===== src/hdl/assert_macros.svh =====
// ----------------------------------------------------------------------------
// Assertion macros
// Shared concurrent assertion forms for the angle frame parser.
// ----------------------------------------------------------------------------
`ifndef ASSERT_MACROS_SVH
`define ASSERT_MACROS_SVH

// Same-cycle implication, disabled during reset.
`define IAFP_ASSERT_IMPLY(label, clk, rst, ante, cons, msg) \
   label: assert property (@(posedge clk) disable iff (rst) (ante) |-> (cons)) \
      else $error(msg);

// Next-cycle implication, disabled during reset.
`define IAFP_ASSERT_NEXT(label, clk, rst, ante, cons, msg) \
   label: assert property (@(posedge clk) disable iff (rst) (ante) |=> (cons)) \
      else $error(msg);

`endif


===== src/hdl/iafp_pkg.sv =====
// ----------------------------------------------------------------------------
// iafp_pkg
// Types and constants shared by the angle frame parser modules.
// ----------------------------------------------------------------------------
`default_nettype none

package iafp_pkg;

   localparam int PKT_BYTES   = 11;
   // Bytes held between items; the eleventh byte is always the incoming one.
   localparam int WIN_HELD    = PKT_BYTES - 1;
   localparam int FILL_W      = 4;

   localparam logic [7:0] FRAME_HEADER     = 8'h55;
   localparam logic [7:0] FRAME_TYPE_ANGLE = 8'h53;

   typedef enum logic [1:0] {
      OP_BYTE = 2'd0,
      OP_ZERO = 2'd1,
      OP_READ = 2'd2
   } opcode_type;

   typedef enum logic [2:0] {
      ST_NONE      = 3'd0,
      ST_FRAME_OK  = 3'd1,
      ST_ZERO_OK   = 3'd2,
      ST_ZERO_WAIT = 3'd3,
      ST_READ_OK   = 3'd4,
      ST_NO_DATA   = 3'd5
   } status_type;

   typedef struct packed {
      logic header_ok;
      logic type_ok;
      logic sum_ok;
   } frame_chk_type;

endpackage

`default_nettype wire


===== src/hdl/iafp_frame_chk.sv =====
// ----------------------------------------------------------------------------
// iafp_frame_chk
// Header, type and checksum test of a full window (held bytes plus new byte).
// ----------------------------------------------------------------------------
`default_nettype none

module iafp_frame_chk (
   input  logic [7:0]              win [iafp_pkg::WIN_HELD],
   input  logic [7:0]              new_byte,
   output iafp_pkg::frame_chk_type chk
);
   import iafp_pkg::*;

   localparam int PAIRS = WIN_HELD / 2;

   logic [7:0] pair_sum [PAIRS];
   logic [7:0] total;

   // pair sums in parallel, then a short chain over the pairs
   always_comb begin
      for (int i = 0; i < PAIRS; i++) begin
         pair_sum[i] = win[2*i] + win[2*i+1];
      end
      total = 8'd0;
      for (int i = 0; i < PAIRS; i++) begin
         total = total + pair_sum[i];
      end
   end

   assign chk.header_ok = (win[0] == FRAME_HEADER);
   assign chk.type_ok   = (win[1] == FRAME_TYPE_ANGLE);
   assign chk.sum_ok    = (total == new_byte);

endmodule

`default_nettype wire


===== src/hdl/imu_angle_frame_parser_with_yaw_zero.sv =====
// ----------------------------------------------------------------------------
// imu_angle_frame_parser_with_yaw_zero
// 11-byte angle frame parser for a serial IMU stream, with software yaw zero.
// ----------------------------------------------------------------------------
// Result path: an accepted item passes the input register, then the result register.
// Throughput: one item per cycle while the result is not stalled; the whole frame test
//    and state update fit in the single stage between the input and result registers.
// Reset: synchronous, active high; clears valids, fill count, angles, zero
//    state and counters. Window bytes are not reset (read only below fill).
// ----------------------------------------------------------------------------
`default_nettype none

`include "assert_macros.svh"

module imu_angle_frame_parser_with_yaw_zero (
   input  logic               clock,
   input  logic               reset,
   // request channel
   input  logic               req_valid,
   output logic               req_stall,
   input  logic [1:0]         req_opcode,
   input  logic [7:0]         req_rx_byte,
   // result channel
   output logic               rsp_valid,
   input  logic               rsp_stall,
   output logic [2:0]         rsp_status,
   output logic signed [15:0] rsp_pitch_angle,
   output logic signed [15:0] rsp_roll_angle,
   output logic signed [15:0] rsp_yaw_angle,
   output logic [31:0]        rsp_zero_count,
   output logic [31:0]        rsp_frames_seen
);
   import iafp_pkg::*;

   // ---------------- input stage ----------------
   logic       s1_valid_ff, s1_valid_in;
   logic [1:0] s1_opcode_ff;
   logic [7:0] s1_byte_ff;

   // ---------------- parser state ----------------
   logic [7:0]        win_ff [WIN_HELD];
   logic [7:0]        win_in [WIN_HELD];
   logic [FILL_W-1:0] fill_ff, fill_in;
   logic [15:0]       pitch_ff, pitch_in;
   logic [15:0]       roll_ff, roll_in;
   logic [15:0]       raw_yaw_ff, raw_yaw_in;
   logic [15:0]       head_ref_ff, head_ref_in;
   logic [15:0]       rel_yaw_ff, rel_yaw_in;
   logic              zero_known_ff, zero_known_in;
   logic [31:0]       zero_count_ff, zero_count_in;
   logic [31:0]       frame_total_ff, frame_total_in;
   logic              fresh_ff, fresh_in;

   // ---------------- result stage ----------------
   logic              rsp_valid_ff, rsp_valid_in;
   status_type        status_in, rsp_status_ff;
   logic [15:0]       rsp_pitch_ff, rsp_roll_ff, rsp_yaw_ff;
   logic [31:0]       rsp_zgen_ff, rsp_frames_ff;
   logic              show;

   // ---------------- handshake ----------------
   logic out_free;    // result register can take a new item this cycle
   logic load;        // input stage item is processed this cycle
   logic req_accept;

   frame_chk_type chk;
   logic          win_full;   // incoming byte completes an 11-byte window
   logic [15:0]   win_raw_yaw;
   logic [15:0]   zero_sel;

   always_comb begin
      out_free   = !rsp_valid_ff || !rsp_stall;
      load       = s1_valid_ff && out_free;
      req_stall  = s1_valid_ff && !out_free;
      req_accept = req_valid && !req_stall;
      s1_valid_in  = req_accept || (s1_valid_ff && !load);
      rsp_valid_in = load || (rsp_valid_ff && rsp_stall);
   end

   iafp_frame_chk u_chk (
      .win      (win_ff),
      .new_byte (s1_byte_ff),
      .chk      (chk)
   );

   assign win_full    = (fill_ff == FILL_W'(WIN_HELD));
   assign win_raw_yaw = {win_ff[7], win_ff[6]};
   // first frame ever (or after a deferred zero) becomes its own zero
   assign zero_sel    = zero_known_ff ? head_ref_ff : win_raw_yaw;

   // ---------------- next-state logic ----------------
   always_comb begin
      win_in         = win_ff;
      fill_in        = fill_ff;
      pitch_in       = pitch_ff;
      roll_in        = roll_ff;
      raw_yaw_in     = raw_yaw_ff;
      head_ref_in    = head_ref_ff;
      rel_yaw_in     = rel_yaw_ff;
      zero_known_in  = zero_known_ff;
      zero_count_in  = zero_count_ff;
      frame_total_in = frame_total_ff;
      fresh_in       = fresh_ff;
      status_in      = ST_NONE;
      show           = 1'b0;

      if (load) begin
         unique case (opcode_type'(s1_opcode_ff))
            OP_BYTE: begin
               if (!win_full) begin
                  // still filling: store at fill position
                  for (int k = 0; k < WIN_HELD; k++) begin
                     if (fill_ff == FILL_W'(k)) begin
                        win_in[k] = s1_byte_ff;
                     end
                  end
                  fill_in = fill_ff + FILL_W'(1);
               end else if (!chk.header_ok || (chk.type_ok && !chk.sum_ok)) begin
                  // slide by one byte, window stays ten deep
                  for (int k = 0; k < WIN_HELD - 1; k++) begin
                     win_in[k] = win_ff[k+1];
                  end
                  win_in[WIN_HELD-1] = s1_byte_ff;
                  fill_in = FILL_W'(WIN_HELD);
               end else if (!chk.type_ok) begin
                  fill_in = '0;        // wrong type: drop whole window
               end else begin
                  // good angle frame
                  pitch_in   = {win_ff[3], win_ff[2]};
                  roll_in    = {win_ff[5], win_ff[4]};
                  raw_yaw_in = win_raw_yaw;
                  if (!zero_known_ff) begin
                     head_ref_in   = win_raw_yaw;
                     zero_known_in = 1'b1;
                     zero_count_in = zero_count_ff + 32'd1;
                  end
                  rel_yaw_in     = win_raw_yaw - zero_sel;
                  frame_total_in = frame_total_ff + 32'd1;
                  fresh_in       = 1'b1;
                  fill_in        = '0;
                  status_in      = ST_FRAME_OK;
                  show           = 1'b1;
               end
            end
            OP_ZERO: begin
               if (frame_total_ff != 32'd0) begin
                  head_ref_in   = raw_yaw_ff;
                  zero_known_in = 1'b1;
                  zero_count_in = zero_count_ff + 32'd1;
                  rel_yaw_in    = '0;
                  fresh_in      = 1'b1;
                  status_in     = ST_ZERO_OK;
                  show          = 1'b1;
               end else begin
                  // no frame yet: next good frame sets the zero
                  zero_known_in = 1'b0;
                  status_in     = ST_ZERO_WAIT;
               end
            end
            OP_READ: begin
               if (fresh_ff) begin
                  fresh_in  = 1'b0;
                  status_in = ST_READ_OK;
                  show      = 1'b1;
               end else begin
                  status_in = ST_NO_DATA;
               end
            end
            default: begin
               status_in = ST_NONE;   // unused opcode: no effect
            end
         endcase
      end
   end

   // ---------------- registers ----------------
   always_ff @(posedge clock) begin
      if (reset) begin
         s1_valid_ff    <= 1'b0;
         rsp_valid_ff   <= 1'b0;
         fill_ff        <= '0;
         pitch_ff       <= '0;
         roll_ff        <= '0;
         raw_yaw_ff     <= '0;
         head_ref_ff    <= '0;
         rel_yaw_ff     <= '0;
         zero_known_ff  <= 1'b0;
         zero_count_ff  <= '0;
         frame_total_ff <= '0;
         fresh_ff       <= 1'b0;
      end else begin
         s1_valid_ff    <= s1_valid_in;
         rsp_valid_ff   <= rsp_valid_in;
         fill_ff        <= fill_in;
         pitch_ff       <= pitch_in;
         roll_ff        <= roll_in;
         raw_yaw_ff     <= raw_yaw_in;
         head_ref_ff    <= head_ref_in;
         rel_yaw_ff     <= rel_yaw_in;
         zero_known_ff  <= zero_known_in;
         zero_count_ff  <= zero_count_in;
         frame_total_ff <= frame_total_in;
         fresh_ff       <= fresh_in;
      end
   end

   // payload registers, no reset
   always_ff @(posedge clock) begin
      if (req_accept) begin
         s1_opcode_ff <= req_opcode;
         s1_byte_ff   <= req_rx_byte;
      end
      win_ff <= win_in;
      if (load) begin
         rsp_status_ff <= status_in;
         rsp_pitch_ff  <= show ? pitch_in   : 16'd0;
         rsp_roll_ff   <= show ? roll_in    : 16'd0;
         rsp_yaw_ff    <= show ? rel_yaw_in : 16'd0;
         rsp_zgen_ff   <= zero_count_in;
         rsp_frames_ff <= frame_total_in;
      end
   end

   assign rsp_valid           = rsp_valid_ff;
   assign rsp_status          = rsp_status_ff;
   assign rsp_pitch_angle     = $signed(rsp_pitch_ff);
   assign rsp_roll_angle      = $signed(rsp_roll_ff);
   assign rsp_yaw_angle       = $signed(rsp_yaw_ff);
   assign rsp_zero_count      = rsp_zgen_ff;
   assign rsp_frames_seen     = rsp_frames_ff;

   // ---------------- assertions ----------------
   `IAFP_ASSERT_IMPLY(a_fill_range, clock, reset, 1'b1, fill_ff <= FILL_W'(WIN_HELD),
      "window fill count out of range")
   `IAFP_ASSERT_IMPLY(a_stall_needs_item, clock, reset, req_stall, s1_valid_ff && rsp_valid_ff,
      "request stalled without a pending item")
   `IAFP_ASSERT_NEXT(a_frame_clears_win, clock, reset, load && status_in == ST_FRAME_OK,
      fill_ff == '0 && fresh_ff && zero_known_ff, "accepted frame left window or flags stale")
   `IAFP_ASSERT_NEXT(a_zero_sets_known, clock, reset, load && status_in == ST_ZERO_OK,
      zero_known_ff && rel_yaw_ff == 16'd0, "applied zero did not take effect")

endmodule

`default_nettype wire


===== config.mk =====
export PLATFORM = sky130hd
export DESIGN_NAME = imu_angle_frame_parser_with_yaw_zero
export DESIGN_NICKNAME = d
export VERILOG_FILES = /design/src/hdl/iafp_pkg.sv /design/src/hdl/iafp_frame_chk.sv /design/src/hdl/imu_angle_frame_parser_with_yaw_zero.sv
export VERILOG_INCLUDE_DIRS = /design/src /design/src/hdl
export SDC_FILE = /design/constraint.sdc
export NUM_CORES = 1
export LEC_CHECK = 0
export BUFFER_PORTS_ARGS = -buffer_cell sky130_fd_sc_hd__buf_4
export CAP_MARGIN = 20
export CORE_AREA = 2 2 240 242
export DETAILED_ROUTE_END_ITERATION = 7
export DIE_AREA = 0 0 242 244
export GPL_TIMING_DRIVEN = 0
export MAX_ROUTING_LAYER = met4
export PLACE_DENSITY = 0.48
export RECOVER_POWER = 100
export REMOVE_ABC_BUFFERS = 1
export SETUP_SLACK_MARGIN = 0.2
export SKIP_CTS_REPAIR_TIMING = 1
export SYNTH_ARGS = -nofsm -noshare
export SYNTH_HDL_FRONTEND = slang
export SYNTH_HIERARCHICAL = 1
export SYNTH_SLANG_ARGS = --single-unit

===== constraint.sdc =====
create_clock -name clock -period 6.9 [get_ports clock]
set_input_delay 0 -clock clock [delete_from_list [all_inputs] [get_ports clock]]
set_output_delay 0 -clock clock [all_outputs]
set_load 0.05 [all_outputs]

Yosys cells after proc, flatten, opt, wreduce, memory -nomap -nowiden

Cells that the tools add are included.

Add/sub/neg operators: 13
Equality and inequality tests: 20
Muxes and demuxes: 67
Bitwise operators: 1
Reduce and logical (&&, ||, !) cells: 47

Operator list:

| operator                                             | count |
|---|---|
| two-way mux 32 bit                                   | 11 |
| two-way mux 16 bit                                   | 20 |
| two-way mux 80 bit                                   | 2 |
| two-way mux 8 bit                                    | 10 |
| adder 8 bit                                          | 9 |
| adder 32 x 1 -> 32 bit (second input constant)       | 2 |
| one-hot mux 16 bit (2 select lines)                  | 2 |
| one-hot mux 32 bit (2 select lines)                  | 1 |
| AND reduction 4 bit                                  | 10 |
| nonzero test 32 bit                                  | 1 |
| nonzero test 2 bit                                   | 11 |
| equality test 4 x 3 -> 1 bit (second input constant) | 4 |
| equality test 8 x 7 -> 1 bit (second input constant) | 2 |
| subtractor 16 bit                                    | 1 |
| two-way mux 1 bit                                    | 15 |
| equality test 4 bit (second input constant)          | 3 |
| AND reduction 6 bit                                  | 2 |
| AND reduction 5 bit                                  | 2 |
| one-hot mux 3 bit (3 select lines)                   | 1 |
| equality test 4 x 2 -> 1 bit (second input constant) | 2 |
| equality test 8 bit                                  | 1 |
| two-way mux 4 bit                                    | 2 |
| inequality test 2 bit (second input constant)        | 4 |
| zero test 1 bit                                      | 7 |
| 14 further kinds                                     | 23 |

Bits in registers: 357
Input port bits: 14
Word-level logic and storage cells: 178

Logic depth before layout (Yosys ltp)

Gate-level depths: netlist (run 1).

Depth after elaboration: 13
Mapped depth: 26
Mapped depth without buffers: 24

Hierarchy

Netlist (run 1), hierarchy kept.

Modules (own cells, without submodules):

| module                               | instances | cells each | area an instance (µm²) | seq. area each (µm²) |
|---|---|---|---|---|
| imu_angle_frame_parser_with_yaw_zero | 1         | 1307       | 15078.2                | 9198.8 |
| iafp_frame_chk                       | 1         | 160        | 1727.9                 | 0.0 |

Least setup slack after synthesis (run 1)

No wires, ideal clock.

Kind: register to register
Start point: reg win_ff[26] (netlist bit)
End point: reg frame_total_ff[15]
Setup time: 121 ps
Arrival time: 6008 ps
Required time: 6779 ps
Path slack: 771 ps
Stages on the path, launching flop included: 23
Buffers on the path: 2
Clock period less this slack: 6129 ps
Path through: edfxtp_1 > fa_1 > inv_1 > fa_1 > fa_1 > fa_1 > inv_1 > fa_1 > inv_1 > fa_1 > xor2_1 > xnor2_1 > nor4_1 > nand3_1 > nor3_2 > nand4_1 > or2_1 > buf_2 > nor4_4 > buf_6 > nand3_4 > nor3_2 > mux2_2

RTL lines:

| element                | RTL line                                    | RTL |
|---|---|---|
| start, declared        | imu_angle_frame_parser_with_yaw_zero.sv:41  | `logic [7:0] win_ff [WIN_HELD];` |
| start signal, assigned | imu_angle_frame_parser_with_yaw_zero.sv:213 | `win_ff <= win_in;` |
| end signal, assigned   | imu_angle_frame_parser_with_yaw_zero.sv:202 | `frame_total_ff <= frame_total_in;` |
| end, declared          | imu_angle_frame_parser_with_yaw_zero.sv:51  | `logic [31:0] frame_total_ff, frame_total_in;` |

==> results of run 1 <==
==> cell families after synthesis <==
family / Yosys count / share of synthesized area [%]
simple gates: 468 / 14.4
flops: 357 / 54.7
compound gates: 269 / 10.8
buf+inv: 145 / 3.43
xor+xnor: 90 / 4.86
fa+ha+maj: 87 / 8.76
mux: 51 / 3.06
==> flip-flops by register name (all words and copies together), names as in the netlist, 32 cells and up <==
register / count
rsp_zero_count: 32
zero_count_ff: 32
frame_total_ff: 32
rsp_frames_seen: 32
win_ff: 80
==> synth_stat cells, types with 10 or more instances <==
cell       number
nor3_1         13
mux2i_1        48
a21o_1         82
dfxtp_1       152
edfxtp_1      205
xor2_1         22
o211ai_1       25
o2111ai_1      10
nor2b_1        76
a211oi_1       10
nand4_1        25
and2_1         11
fa_1           51
nor4_1         15
inv_1          73
nand3_1        27
nor2_1        130
clkbuf_1       50
xnor2_1        65
buf_2          20
ha_1           36
or3_1          14
o21ai_0        20
and3_1         11
nand2_1       106
a21oi_1        75
==> report_power, final <==
group          total, mW  internal, mW  switching [mW]
Clock               2.53          1.59           0.933
Sequential          2.31          2.29          0.0189
Combinational      0.274        0.0606           0.214
Total               5.11          3.94            1.17
==> metal layers <==
metal  part of all wire (%)  up-vias  GRT usage, %
li1                       -     5525             -
met1                     46     5597          18.4
met2                     48      207          23.5
met3                    4.1       55          2.81
met4                    1.8        0          3.98
met5                      0        -             -
==> area by class of cell <==
class                   count  share of cell area [%]
well taps                 756                    4.64
inverters                  74                    1.37
repair buffers            192                    5.82
clock inverters            25                    1.84
multi-input cells         965                    35.2
flip-flops and latches    357                    45.1
clock buffers              54                    5.99
==> worst reg2reg max path, delay by kind of cell (launching register included) <==
kind,cells,cell delay [ns]
multiplexers,1,0.35
flip-flops,1,0.44
adder cells (fa/ha/maj),6,2.92
AO/OA/AOI/OAI,3,0.63
AND/OR/NAND/NOR,7,1.39
buffers and inverters,4,0.50
XOR/XNOR,1,0.11
==> stage by stage <==
stage | setup TNS (ns) | hold WS [ns] | power, mW | std cells | util [%]
after floorplan | -40.50 | 0.0624 | 2.54 | 1396 | -
after global placement | -313.28 | 0.181 | 2.65 | 2282 | 32.8
after detailed placement | -47.28 | 0.179 | 2.66 | 2298 | 33.4
after CTS | -48.61 | -0.416 | 5.21 | 2377 | 36.3
after global routing | 0 | 0.171 | 5.29 | 2423 | 36.3
final | 0 | 0.175 | 5.11 | 2423 | 36.3
==> path summary, 6_finish.rpt <==
path / from / endpoint / slack (ns)
worst max-delay path: win_ff[50]$_DFFE_PP_ / frame_total_ff[15]$_SDFF_PP0_ / 0.47
worst min-delay path: req_rx_byte[4] / s1_byte_ff[4]$_DFFE_PP_ / 0.18
worst max register to register: win_ff[50]$_DFFE_PP_ / frame_total_ff[15]$_SDFF_PP0_ / 0.47
worst min register to register: head_ref_ff[10]$_SDFFE_PP0P_ / head_ref_ff[10]$_SDFFE_PP0P_ / 0.45
==> metrics.md, run 1 <==
| Metric | Value |
|---|---|
| Vias per cell | `between 4 and 5` |
| Crit. End Element | `register` |
| Final worst slack | `0.466 ns` |
| Htree depth | `2` |
| Rows | `87` |
| Drt total wl | `around 42000 µm` |
| Vias in the first global route | `about 11000` |
| Tot GR Track Use | `around 14%` |
| Setup WS pre-CTS | `-0.726 ns` |
| Worst clock skew | `0.0238 ns` |
| CP Data Required Time | `7.35 ns` |
| Total CTS buffers | `43` |
| First-pass GRT wire length | `between 60000 and 70000 µm` |
| DR pass1 iterations | `5` |
| Worst Path Buf+Inv | `4` |
| Final Cycle Share | `between 90% and 100%` |
| Layout area overhead | `21.2%` |
| Initial antenna violation count | `0` |
| Cell Chain, Critical Path | `fa_1, inv_1, fa_1, fa_1, fa_1, inv_1, fa_1, ha_1, a211oi_1, nor2_1, a21o_1, a21oi_1, xnor2_1, nor3_2, nand4_1, buf_6, or2_4, nor4_4, buf_6, nand3_4, nor3_4, mux2_2` |
| Unique cell type count in the Yosys netlist | `between 70 and 80` |
| Failing checks | `capacitance limit, slew limit` |
| Antenna Cells | `0` |
| Max cap viols | `3` |
| Levels on crit path | `22` |
| Placeable Area | `0.0562 mm²` |
| Initial core utilization | `between 20% and 30%` |
| Clock sink count | `approximately 360` |
| Most common cell after layout, fill and taps aside | `edfxtp_1` |
| Critical path's top delay family | `adder cells` |
| Post-synth top area share | `around 37%` |
| Top_reg_cell synth | `edfxtp_1` |
| Crit path arrival time | `6.88 ns` |
| Crit Path Category | `reg2reg` |
| Routability congestion estimate from global placement | `between 0.8 and 0.9` |
| Slew Limit Fails | `approximately 250` |
| Commonest cells after routing, fill and taps aside | `205 x edfxtp_1, 152 x dfxtp_1, 129 x nor2_1` |
| Worst Reg-to-Reg Cells | `22` |
| Critical path startpoint category | `register` |
| Seq/Total Area, Yosys | `roughly 55%` |
| Crit-path most repeated cell | `fa_1` |
| Hold Path Class | `in2reg` |
| Top post-synthesis cells by area | `edfxtp_1 37%, dfxtp_1 18%, fa_1 6.1%, a21o_1 3.7%, xnor2_1 3.4%` |
| Hold Fails Final Rpt | `0` |
| Num ports | `131` |
| Final min period | `between 6 and 7 ns` |
| Final setup violation count | `0` |
| Worst-case clock buffer depth | `3` |
| Largest area contributor in the netlist | `edfxtp_1` |
| Post-detail-place hpwl | `around 29000 µm` |
| Area after DPL | `around 0.019 mm²` |
| Die W | `between 200 and 250 µm` |
| Crit-path max cell delay | `about 0.56 ns` |
| Post-synthesis register bit count | `357` |
| Fraction of registers with async set/reset | `0%` |
| GRT overflow | `0` |
| Pwr/cell area | `about 250 mW/mm²` |
| Hold depth | `2` |
| Reg area | `0.00920 mm²` |
| Pin count of the biggest net entering global routing | `91` |
| Final ANT Viol Nets | `0` |
| Fmax | `155 MHz` |
| Vias | `between 10000 and 15000` |
| Die area | `between 0.05 and 0.06 mm²` |
| Nets | `between 1500 and 2000` |
| Die Y | `about 240 µm` |
| Worst-Margin Slew | `~3.8 ns` |
| Share of layout cells above drive strength 1 | `between 10% and 20%` |
| Pleak | `between 7 and 8 nW` |
| Yosys warning total | `6` |
| Post-Syn Area per Cell | `~11 µm²` |
| Root Driver | `clkbuf_16` |
| Worst-skew pair later-pin latency | `0.57 ns` |
| Status | `finished, violations left` |
| Fillers | `roughly 5700` |
| PortBufs | `130` |
| Post-route cell area | `between 0.02 and 0.025 mm²` |
| Cells after Synth | `around 1500` |
| Post-synth EDFFs | `~210` |
| Worst-path clk slew | `roughly 0.060 ns` |
| Multi-input gate area | `0.00717 mm²` |
| Remaining DRCs | `0` |
| CP Max Fanout | `7` |
| Slew HR | `-151%` |
| CTS tree | `done` |
| Wire length per cell | `approximately 17 µm` |
| RSZ-0062 raised after global routing | `true` |
| CP max stage cell | `fa_1` |
| Peak supply drop | `0.150 mV` |
| Initial DRC count | `605` |
| Netlist Area Pre-Place | `roughly 0.017 mm²` |
No activity file was read; power rests on OpenSTA's default activity.
==> run 2, diff against run 1 <==
- BUFFER_PORTS_ARGS: -buffer_cell sky130_fd_sc_hd__buf_4 -> not set
- DONT_BUFFER_PORTS: not set -> 1
- PLACE_DENSITY: 0.48 -> 0.46
==> run 2 against run 1 <==
Effect of this change: sequential share of layout area rose by 1.7 points; critical path depth rose by 1; register-to-register slack got worse by 0.05 ns; hold slack got worse by 0.12 ns; non-clock buffer count fell by 135; the run still ends with capacitance limit, slew limit left; flip-flop and latch count did not move; core utilization fell by 1.3 points; count of clock-buffer cells in the layout rose by 3; sequential power rose by 5%; worst setup slack got worse by 0.046 ns; wire length rose by 0.22%.
==> metrics.md, run 2 (synthesis results as in run 1) <==
| Metric | Value |
|---|---|
| PortBufs | `0` |
| Max cap viols | `4` |
| Total CTS buffers | `42` |
| Flip-flop count of the largest register after layout | `80` |
| Root Driver | `clkbuf_16` |
| Top reg by flops | `win_ff` |
| Slew Limit Fails | `214` |
| Placeable Area | `0.0562 mm²` |
| Commonest cells after routing, fill and taps aside | `205 x edfxtp_1, 152 x dfxtp_1, 130 x nor2_1` |
| RSZ-0062 raised after global routing | `true` |
| Status | `finished, violations left` |
| Tot GR Track Use | `between 10 and 15%` |
| Die W | `242 µm` |
| Clk pwr share | `48.0%` |
| Internal power | `between 3 and 4 mW` |
| Critical path startpoint category | `register` |
| Antenna Cells | `0` |
| DR pass1 iterations | `5` |
| Vias per cell | `~4.8` |
| Num ports | `between 100 and 150` |
| Peak supply drop | `roughly 0.20 mV` |
| Routability congestion estimate from global placement | `~0.81` |
| Final core occ | `35.0%` |
| Most common cell after layout, fill and taps aside | `edfxtp_1` |
| Slew HR | `-62.8%` |
| Pwr/cell area | `251 mW/mm²` |
| First-pass GRT wire length | `around 66000 µm` |
| Area after DPL | `0.0178 mm²` |
| Worst-path clk slew | `0.06 ns` |
| Hold Fails Final Rpt | `0` |
| Final ANT Viol Nets | `0` |
| Final setup violation count | `0` |
| Vias in the first global route | `between 10000 and 15000` |
| Initial DRC count | `680` |
| Tot Pwr | `4.92 mW` |
| Fillers | `5662` |
| Reg power frac | `49.5%` |
| Die area | `between 0.05 and 0.06 mm²` |
| Rows | `87` |
| Switching power | `1.12 mW` |
| Vias | `~11000` |
| Crit-path most repeated cell | `fa_1` |
| Layout area overhead | `16.8%` |
| Remaining DRCs | `0` |
| Post-detail-place hpwl | `slightly below 30000 µm` |
| Die Y | `between 200 and 250 µm` |
| Initial antenna violation count | `0` |
| Share of layout cells above drive strength 1 | `9.15%` |
| Htree depth | `2` |
| Failing checks | `capacitance limit, slew limit` |
| Post-route cell area | `between 0.015 and 0.02 mm²` |
| Clock sink count | `357` |
| Nets | `roughly 1600` |
| Hold Path Class | `in2reg` |
| Setup TNS Final | `0 ns` |
| Crit path arrival time | `a little under 7 ns` |
| GRT overflow | `0` |
| CP max stage cell | `fa_1` |
| Cell Chain, Critical Path | `fa_1, inv_1, fa_1, fa_1, fa_1, inv_1, fa_1, inv_1, fa_1, nand3b_1, nand2_1, a21o_1, a21oi_1, xnor2_1, nor3_2, nand4_1, buf_6, or2_4, nor3_4, buf_12, o21ai_0, mux2_2, nor2b_1` |
| CP Data Required Time | `between 7 and 8 ns` |
| Crit Path Category | `reg2reg` |
| Comb pwr share | `~2.5%` |
| Final min period | `~6.5 ns` |
| Worst-skew pair later-pin latency | `between 0.5 and 0.6 ns` |
| Net Sw Frac | `approximately 23%` |
| Final Cycle Share | `93.9%` |
| Initial core utilization | `29.9%` |
| Fmax | `roughly 150 MHz` |
| Wire length per cell | `about 19 µm` |
| Pleak | `between 7 and 8 nW` |
| Worst-case clock buffer depth | `3` |
| Crit-path max cell delay | `~0.54 ns` |
| CTS tree | `done` |
| Crit. End Element | `register` |
| Worst-Margin Slew | `between 2 and 2.5 ns` |
| CP Max Fanout | `7` |
| Pin count of the biggest net entering global routing | `roughly 160` |
| Worst clock skew | `between 0.03 and 0.04 ns` |
| Drt total wl | `about 42000 µm` |
-- run 2: cell types whose count changed in the layout (fill, tap and decap cells not counted), moves of 3 or more --
cell,delta
clkbuf_1,-108
buf_4,-10
clkbuf_4,-9
clkinvlp_4,-5
buf_12,+4
clkbuf_8,-3
dlygate4sd3_1,-3
-- run 2: metrics by stage --
step	instances	setup slack, ns	hold WS, ns
4_1_cts	2245	-0.686	-0.519
3_3_place_gp	2152	-2.81	0.0989
6_report	2286	0.420	0.0519
2_1_floorplan	1396	-0.598	0.0624
5_1_grt	2286	0.0800	0.0260
3_5_place_dp	2169	-0.672	0.0989
-- run 2: worst paths after layout --
kind	start	cells past startpoint	slack (ns)	endpoint
worst max-delay path	win_ff[17]$_DFFE_PP_	23	0.42	zero_count_ff[1]$_SDFF_PP0_
worst min-delay path	req_rx_byte[1]	1	0.05	s1_byte_ff[1]$_DFFE_PP_
worst max register to register	win_ff[17]$_DFFE_PP_	23	0.42	zero_count_ff[1]$_SDFF_PP0_
worst min register to register	head_ref_ff[10]$_SDFFE_PP0P_	2	0.45	head_ref_ff[10]$_SDFFE_PP0P_
-- run 2: power groups by stage --
stage	clock, mW	sequential, mW	combinational, mW
6_report	2.36	2.43	0.125
5_1_grt	2.52	2.44	0.140
4_1_cts	2.44	2.43	0.105
3_5_place_dp	0	2.48	0.105
3_3_place_gp	0	2.48	0.0964
2_1_floorplan	0	2.47	0.0715
-- run 2: area by class of cell --
| class | instances | area [µm²] | share of cell area, % |
|---|---|---|---|
| multi-input combinational | 966 | 7130 | 36.3 |
| inverter | 74 | 279 | 1.42 |
| clock buffer | 57 | 1180 | 6.01 |
| tap | 756 | 946 | 4.82 |
| clock inverter | 19 | 277 | 1.41 |
| sequential | 357 | 9200 | 46.9 |
| timing repair buffer | 57 | 626 | 3.19 |
-- run 2: layer usage --
layer	up-vias	global-route usage (%)	share of wire (%)
li1	5242	-	-
met1	5402	18.9	46
met3	71	3.00	4.3
met4	0	3.74	2.1
met5	-	-	0
met2	225	23.7	48
-- run 2: worst max-delay path: cells and delay by family, from the launching register on --
kind | cells | cell delay [ns]
DFF | 1 | 0.51
buffers and inverters | 5 | 0.54
AOI/OAI and AO/OA | 3 | 0.38
muxes | 1 | 0.40
and+or+nand+nor | 7 | 1.31
xor gates and xnor gates | 1 | 0.14
adders and majority gates | 6 | 3.04
==> run 3, diff against run 2 <==
- CELL_PAD_IN_SITES_DETAIL_PLACEMENT: not set -> 1
- CELL_PAD_IN_SITES_GLOBAL_PLACEMENT: not set -> 1
- PLACE_DENSITY: 0.46 -> 0.54
==> run 3 against run 2 <==
Effect of this change: the run ends with hold timing, capacitance limit, slew limit left; flip-flop and latch count unchanged; hold slack got worse by 0.48 ns; critical endpoint is now raw_yaw_ff[1]$_SDFFE_PP0P_; register-to-register slack lost 0.08 ns; maximum frequency decreased by 1.2%.
==> metrics.md, run 3 (synthesis results as in run 1) <==
| Metric | Value |
|---|---|
| Worst clock skew | `roughly 0.025 ns` |
| Pin count of the biggest net entering global routing | `roughly 160` |
| Tot Pwr | `approximately 4.8 mW` |
| Max cap viols | `2` |
| Slew Limit Fails | `~150` |
| Hold WS | `-0.432 ns` |
| Vias in the first global route | `around 11000` |
| Rows | `slightly below 90` |
| Setup TNS Final | `0 ns` |
| Num ports | `around 130` |
| Internal power | `about 3.7 mW` |
| Root Driver | `clkbuf_16` |
| Share of layout cells above drive strength 1 | `about 10%` |
| Htree depth | `2` |
| CTS tree | `done` |
| Worst-case clock buffer depth | `3` |
| Worst Hold Launch | `reset` |
| Crit. End Element | `register` |
| PortBufs | `0` |
| Total CTS buffers | `between 40 and 50` |
| Net Sw Frac | `23.5%` |
| Die W | `roughly 240 µm` |
| Post-detail-place hpwl | `between 30000 and 40000 µm` |
| Remaining DRCs | `0` |
| RSZ-0062 raised after global routing | `false` |
| Cell Chain, Critical Path | `fa_1, inv_2, fa_1, fa_1, fa_1, inv_1, fa_1, inv_2, fa_2, xnor2_1, nor4_2, nand3_1, nor3_1, nand4_1, buf_6, or2_4, nor2_4, buf_4, nand2_1, a21oi_1, dlygate4sd3_1` |
| Pwr/cell area | `~240 mW/mm²` |
| First-pass GRT wire length | `around 68000 µm` |
| Nets | `about 1600` |
| Crit Path Category | `reg2reg` |
| Wire length per cell | `18.7 µm` |
| R2R Setup Slk | `0.34 ns` |
| Clk pwr share | `47.3%` |
| Fillers | `about 6100` |
| Final ANT Viol Nets | `0` |
| Commonest cells after routing, fill and taps aside | `205 x edfxtp_1, 152 x dfxtp_1, 128 x nor2_1` |
| WHS Endpoint | `pitch_ff[6]$_SDFF_PP0_` |
| Worst-path clk slew | `approximately 0.060 ns` |
| Vias | `11000` |
| Hold Path Class | `in2reg` |
| Reg power frac | `50.3%` |
| Final worst slack | `0.343 ns` |
| Status | `finished, violations left` |
| Clock sink count | `~360` |
| Post-route cell area | `approximately 0.020 mm²` |
| DR pass1 iterations | `6` |
| Switching power | `about 1.1 mW` |
| Hold depth | `1` |
| Final Non-Filler Cells | `2307` |
| Peak supply drop | `0.157 mV` |
| Comb pwr share | `2.3%` |
| CP max stage cell | `fa_1` |
| RR Endpoint | `raw_yaw_ff[1]$_SDFFE_PP0P_` |
| Tot GR Track Use | `between 10% and 20%` |
| Worst-skew pair later-pin latency | `between 0.5 and 0.6 ns` |
| Critical path startpoint category | `register` |
| Hold Fails Final Rpt | `between 100 and 150` |
| Placeable Area | `~0.056 mm²` |
| CP Data Required Time | `approximately 7.4 ns` |
| Die Y | `244 µm` |
| Initial core utilization | `29.9%` |
| Final setup violation count | `0` |
| Slew HR | `-214%` |
| CP Max Fanout | `15` |
| Cells after DPL | `2166` |
| Failing checks | `hold timing, capacitance limit, slew limit` |
| GRT overflow | `0` |
| Routability congestion estimate from global placement | `approximately 0.80` |
| Die area | `roughly 0.059 mm²` |
| Worst R2R Start | `win_ff[34]$_DFFE_PP_` |
| Crit-path max cell delay | `between 0.5 and 0.6 ns` |
| Setup WS pre-CTS | `-0.829 ns` |
| Initial antenna violation count | `1` |
| Final min period | `between 6 and 7 ns` |
| Fmax | `approximately 150 MHz` |
| Drt total wl | `between 40000 and 50000 µm` |
| Flip-flop count of the largest register after layout | `80` |
| Pleak | `~7.2 nW` |
| Vias per cell | `4.76` |
| Area after DPL | `0.0177 mm²` |
| Worst-Margin Slew | `around 4.7 ns` |
| Initial DRC count | `430` |
| Top reg by flops | `win_ff` |
| Worst Reg-to-Reg Cells | `21` |
| Layout area overhead | `18.0%` |
| Crit path arrival time | `7.05 ns` |
| Final Cycle Share | `a little over nine tenths` |
| Crit-path most repeated cell | `fa_1` |
| Most common cell after layout, fill and taps aside | `edfxtp_1` |
run 3: changes by cell type in the layout (fill, tap and decap cells not counted), moves of 3 or more:
cell,previous run,this run
o21ai_0,20,17
clkinv_2,6,13
clkbuf_1,17,8
buf_4,20,25
dlygate4sd3_1,13,30
o21ai_1,4,7
run 3: per-layer routing:
metal	track usage (%)	vias up	wire, µm	part of all wire, %
met4	3.72	0	920	2.1
met2	24.7	145	20700	48
met5	-	-	0	0
met3	2.57	65	1370	3.2
li1	-	5287	-	-
met1	19.2	5491	20100	47
run 3: power by group through the flow:
stage                     combinational [mW]  sequential, mW  clock, mW
after CTS                              0.106            2.43       2.37
after global placement                0.0964            2.48          0
after floorplan                       0.0715            2.47          0
after detailed placement               0.106            2.48          0
final                                  0.113            2.43       2.29
after global routing                   0.127            2.44       2.45
run 3: area by class of cell:
| type | instances | area [µm²] | share of cell area [%] |
|---|---|---|---|
| antenna | 1 | 2.50 | 0.0126 |
| clock buffer | 51 | 1130 | 5.68 |
| clock inverter | 28 | 300 | 1.51 |
| inverter | 74 | 279 | 1.41 |
| multi-input combinational | 965 | 7160 | 36.1 |
| sequential | 357 | 9200 | 46.4 |
| tap | 756 | 946 | 4.77 |
| timing repair buffer | 75 | 820 | 4.13 |
run 3: worst max path at each step:
stage | startpoint | depth (start not counted) | slack [ns] | to
2_1_floorplan | win_ff[26]$_DFFE_PP_ | 20 | -0.60 | rsp_yaw_angle[15]$_SDFFCE_PN0P_
3_3_place_gp | win_ff[18]$_DFFE_PP_ | 19 | -2.89 | rsp_yaw_angle[12]$_SDFFCE_PN0P_
3_5_place_dp | win_ff[18]$_DFFE_PP_ | 20 | -0.83 | frame_total_ff[25]$_SDFF_PP0_
4_1_cts | win_ff[18]$_DFFE_PP_ | 20 | -0.91 | frame_total_ff[25]$_SDFF_PP0_
5_1_grt | win_ff[17]$_DFFE_PP_ | 21 | 0.04 | raw_yaw_ff[1]$_SDFFE_PP0P_
6_report | win_ff[34]$_DFFE_PP_ | 21 | 0.34 | raw_yaw_ff[1]$_SDFFE_PP0P_
run 3: through the flow:
stage	hold slack [ns]	util, %
floorplan	0.0624	-
global placement	0.0989	31.1
detailed placement	0.0989	31.6
CTS	-0.513	34.1
global route	-0.470	35.3
finish	-0.432	35.3
run 3: critical path: cells and delay by family (launching register included):
kind,cells,cell delay (ns)
AO/OA/AOI/OAI,1,0.11
XOR/XNOR,1,0.08
adder cells (fa/ha/maj),6,3.18
buffers and inverters,6,1.18
flip-flops,1,0.45
AND/OR/NAND/NOR,7,1.47
